### src/hw/rtl/vtx_pkg.sv
// ----------------------------------------------------------------------------
// vtx_pkg
// Shared types and constants for the vertex transform block.
// ----------------------------------------------------------------------------
`default_nettype none
package vtx_pkg;
	localparam int NUM_REGS = 8;
	localparam int CFG_W = 64;
	localparam int IDX_W = 3;

	localparam int COORD_WIDTH = 32;
	localparam int COEF_WIDTH  = 16;

	localparam logic [IDX_W-1:0] REG_ROW0 = 3'd0;
	localparam logic [IDX_W-1:0] REG_ROW1 = 3'd1;
	localparam logic [IDX_W-1:0] REG_ROW2 = 3'd2;
	localparam logic [IDX_W-1:0] REG_ROW3 = 3'd3;
	localparam logic [IDX_W-1:0] REG_TXY  = 3'd4;
	localparam logic [IDX_W-1:0] REG_TZW  = 3'd5;
	localparam logic [IDX_W-1:0] REG_HALF = 3'd6;
	localparam logic [IDX_W-1:0] REG_PERS = 3'd7;

	localparam logic signed [31:0] RANGE_MAX = 32'sh7fffffff;
	localparam logic signed [31:0] RANGE_MIN = -32'sh7fffffff;

	typedef struct packed {
		logic signed [31:0] point_x;
		logic signed [31:0] point_y;
		logic signed [31:0] point_z;
		logic               start_range;
		logic               last_in_batch;
	} in_word_t;

	typedef struct packed {
		logic signed [31:0] out_x;
		logic signed [31:0] out_y;
		logic signed [31:0] out_z;
		logic signed [31:0] out_w;
		logic signed [31:0] range_low;
		logic signed [31:0] range_high;
		logic               w_zero;
		logic               batch_end;
	} out_word_t;

	typedef enum logic [3:0] {
		ST_IDLE, ST_MAC, ST_ROWEND, ST_DIV, ST_SCALE, ST_TRACK, ST_OUT
	} vtx_state_t;

	typedef struct packed {
		logic load;      // capture input word
		logic mac;       // one multiply-accumulate step
		logic row_end;   // round, saturate, store row
		logic div_start;
		logic div_step;
		logic scale;     // ratio + 1, times half_width
		logic track;     // update range, build result
	} vtx_cmd_t;

	typedef struct packed {
		logic       last_col;
		logic       last_row;
		logic       div_done;
		logic       pers;
	} vtx_sts_t;
endpackage
`default_nettype wire

### src/hw/rtl/vtx_ctrl.sv
// ----------------------------------------------------------------------------
// vtx_ctrl
// Sequencer for row accumulation, division, scaling and result handoff.
// ----------------------------------------------------------------------------
`default_nettype none
module vtx_ctrl (
	input  wire                clk,
	input  wire                arst_n,
	input  wire                in_valid,
	output logic               in_stall,
	output logic               out_valid,
	input  wire                out_stall,
	input  vtx_pkg::vtx_sts_t  sts,
	output vtx_pkg::vtx_cmd_t  cmd
);
	import vtx_pkg::*;

	vtx_state_t state_q, state_d;

	always_comb begin
		state_d = state_q;
		case (state_q)
			ST_IDLE:   if (in_valid) state_d = ST_MAC;
			ST_MAC:    if (sts.last_col) state_d = ST_ROWEND;
			ST_ROWEND: if (sts.last_row) state_d = ST_DIV;
				else state_d = ST_MAC;
			ST_DIV:    state_d = sts.pers ? ST_SCALE : ST_TRACK;
			ST_SCALE:  if (sts.div_done) state_d = ST_TRACK;
			ST_TRACK:  state_d = ST_OUT;
			ST_OUT:    if (!out_stall) state_d = ST_IDLE;
			default:   state_d = ST_IDLE;
		endcase
	end

	always_comb begin
		cmd = '0;
		in_stall = (state_q != ST_IDLE);
		out_valid = (state_q == ST_OUT);
		case (state_q)
			ST_IDLE:   cmd.load = in_valid;
			ST_MAC:    cmd.mac = 1'b1;
			ST_ROWEND: cmd.row_end = 1'b1;
			ST_DIV:    cmd.div_start = 1'b1;
			ST_SCALE: begin
				cmd.div_step = !sts.div_done;
				cmd.scale = sts.div_done;
			end
			ST_TRACK:  cmd.track = 1'b1;
			default:   ;
		endcase
	end

	always_ff @(posedge clk or negedge arst_n) begin
		if (!arst_n) state_q <= ST_IDLE;
		else state_q <= state_d;
	end
endmodule
`default_nettype wire

### config.mk
export PLATFORM = sky130hd
export DESIGN_NAME = vtx_ctrl
export DESIGN_NICKNAME = d
export VERILOG_FILES = /design/src/hw/rtl/vtx_pkg.sv /design/src/hw/rtl/vtx_ctrl.sv
export SDC_FILE = /design/constraint.sdc
export NUM_CORES = 1
export LEC_CHECK = 0
export ABC_AREA = 1
export ABC_CLOCK_PERIOD_IN_PS = 1600
export BUFFER_PORTS_ARGS = -buffer_cell sky130_fd_sc_hd__clkbuf_2
export CAP_MARGIN = 5
export CELL_PAD_IN_SITES_DETAIL_PLACEMENT = 1
export CELL_PAD_IN_SITES_GLOBAL_PLACEMENT = 1
export CORE_AREA = 8 8 45 47
export DETAILED_ROUTE_END_ITERATION = 12
export DIE_AREA = 0 0 53 55
export GPL_TIMING_DRIVEN = 0
export PLACE_DENSITY = 0.67
export SLEW_MARGIN = 20
export SYNTH_ARGS = -nofsm -noshare
export SYNTH_HDL_FRONTEND = slang
export SYNTH_SLANG_ARGS = --single-unit
### constraint.sdc
create_clock -name clk -period 1.6 [get_ports clk]
set_input_delay 0.32 -clock clk [delete_from_list [all_inputs] [get_ports clk]]
set_output_delay 0.32 -clock clk [all_outputs]
set_load 0.02 [all_outputs]
==> results.ini <==
[drt]
vias = 324
drcViolationCount = 0
wl_per_cell_um = 11.0
drtPass1Iterations = 2
ant_nets = 0
viasPerCell = 4.21
drt_iter0_drc = 3
wl_um = 844

[sta]
period_share_pct = 94.4
period_needed_ns = 1.51
fin_tns_setup_ns = 0
relSlewSlack_pct = 88.6
drv_slew = 0
tightest_slew_ns = 0.169
whs_ns = 0.358
rsz0062_at_grt = yes
hold_viol = 0
finalWorstSetupSlack_ns = 0.0891
finalSetupViolCount = 0
finClkSkew_ns = 0.00409
max_freq_mhz = 662

[final_layout]
drive_gt1_share_pct = 45.9
final_cells = 77
top_register = state_q
area_growth_syn_to_layout_pct = 63.6
largest_reg_flops = 3
antennaDiodeCount = 0
final_core_util_pct = 29.3
nets = 70
largest_registers = state_q (3)

[global_routing]
grtUsageMet1_pct = 6.86
grt_max_degree = 9
track_usage_pct = 6.40
use_met2_pct = 10.9
top_usage_layer = met2
grt_pass1_vias = 330
grtUsageMet3_pct = 1.07
antenna_found_initial = 0
grt_first_pass_wirelength_mm = 1.40
overflow = 0

[synthesis]
ys_warn_count = 0
yosys.area.top_type = dfrtp_1
syn_inst = 40
synth_seq_cells = 3
synth.distinct_cells = 15
syn-num-nets = 48
synth.top_cell.area_share_pct = 30.3
yosysSeqAreaShare_pct = 30.3
syn_area_um2 = 248
yosys-top-cells-area = dfrtp_1, nand2_1, nor2_1, inv_1, nand3_1
synth.avg_cell_area_um2 = 6.19

[floorplanning]
io_pins = 17
core_um2 = 1380
die-area_um2 = 2920
die_w_um = 53
fp-row-count = 14
start_util_pct = 17.9
die_y_um = 55

[pwr]
p_leak_nw = 0.239
vdd_drop_max_mv = 0.451
power_density_nw_per_um2 = 2000

[clock_network]
cts_made_buffers = 3
htree_levels = 1
cts_tree = done
root_buffer = clkbuf_4
cts_setup_buffers = 0
clock_latency_ns = 0.24
cts_buffer_depth = 2
clk_pin_slew_ns = 0.04
cts_num_sinks = 3

[place]
port-buffer-count = 16
dp_worst_setup_slack_ns = 0.246
dpl.hpwl_um = 660
gp_congestion = 0.759
placed_cells = 72

[worst_setup_path]
critical_path.endpoint_type = output port
slowest_stage = dfrtp_2
worst_r2r_endpoint = state_q[0]
path_cells = inv_4 > nand2_1 > nor2_1 > clkbuf_2
reg2reg_depth = 7
path_class = reg2out
worst-path-buf-inv = 2
setup.worst_path.start = state_q[2]
path_delay_family = flip-flops
rrSetupSlack_ns = 0.52
worstPathMaxFanout = 8
crit-reg2reg-launch = state_q[0]
start_kind = flip-flop
crit_required_ns = 1.28
cpPeakStageDelay_ns = 0.45
cp.arrival_ns = 1.19

[hold_path]
hold_path_class = in2reg
whs_endpoint = state_q[1]
whs_path_depth = 3
hold_start = out_stall

[run_status]
status = complete, no violations

[flow_run]
cap_viol_max_count = 0

cell usage after synthesis:
cell type,instances
a21oi_1,2
buf_6,1
dfrtp_1,3
inv_1,5
inv_2,2
nand2_1,11
nand3_1,3
nand4_1,1
nor2_1,6
nor2_2,1
nor3_1,1
nor3_2,1
nor4_1,1
o21ai_0,1
o21bai_1,1
tightest hold or removal path: stages:
cell	delay (ns)
clkbuf_2	0.08
nand4_1	0.10
nand2_1	0.06
report_power, final:
group	internal [W]	switching, W	leakage (nW)	total, W
registers	0.000114	0.0000504	0.0352	0.000165
logic	0.000180	0.000327	0.189	0.000508
clock network	0.0000937	0.0000432	0.0150	0.000137
total	0.000388	0.000421	0.239	0.000809
layout by cell type (no fill, tap or decap):
cell | netlist | final
dlygate4sd3_1 | 0 | 1
o21ai_0 | 1 | 1
dfrtp_2 | 0 | 2
a21oi_1 | 2 | 2
nand4_1 | 1 | 1
buf_4 | 0 | 1
nor2_1 | 6 | 5
nor3_2 | 1 | 1
nor3_1 | 1 | 1
nor2_4 | 0 | 1
nor4_2 | 0 | 1
clkbuf_1 | 0 | 1
o21bai_1 | 1 | 1
clkbuf_4 | 0 | 3
inv_2 | 2 | 1
inv_4 | 0 | 1
nor2_2 | 1 | 1
dfrtp_1 | 3 | 1
nand2_1 | 11 | 11
buf_2 | 0 | 1
nand3_1 | 3 | 3
clkbuf_2 | 0 | 14
inv_1 | 5 | 5
buf_6 | 1 | 1
worst max path at each step:
stage | depth (start not counted) | slack, ns | endpoint
4_1_cts | 4 | 0.02 | cmd[3]
3_5_place_dp | 5 | 0.25 | cmd[6]
3_3_place_gp | 3 | 0.28 | cmd[1]
2_1_floorplan | 2 | 0.08 | cmd[1]
5_1_grt | 4 | 0.003 | cmd[0]
6_report | 4 | 0.09 | cmd[3]
metrics by stage:
step | power [W] | instance area, um2
2_1_floorplan | 0.000492 | 248
3_3_place_gp | 0.000627 | 348
3_5_place_dp | 0.000638 | 348
4_1_cts | 0.000790 | 387
5_1_grt | 0.000890 | 405
6_report | 0.000809 | 405
final cells by class:
cell class / count / area [um2]
multi-input combinational: 29 / 149
tap: 16 / 20.0
timing repair buffer: 17 / 92.6
inverter: 7 / 28.8
fill: 193 / 978
sequential: 3 / 77.6
clock buffer: 4 / 26.3
buffer: 1 / 11.3
what timing repair did:
action | CTS | global route
endpoints found under the setup margin | 1 | 6
hold endpoints to repair | 3 | 0
resized for setup | 1 | 8
hold buffers | 1 | 0
metal layers:
layer  share of wire, %  vias up
met5                  0        -
met4                2.6        0
met3                5.8        2
met2                 51       11
met1                 40      143
li1                   -      168
cells by family after synthesis:
kind of cell | count (synthesis) | share of synthesized area, %
and+or+nand+nor | 25 | 45.5
AOI/OAI and AO/OA | 4 | 9.09
DFF | 3 | 30.3
buffers and inverters | 8 | 15.2
Power figures use the tool's default switching activity.
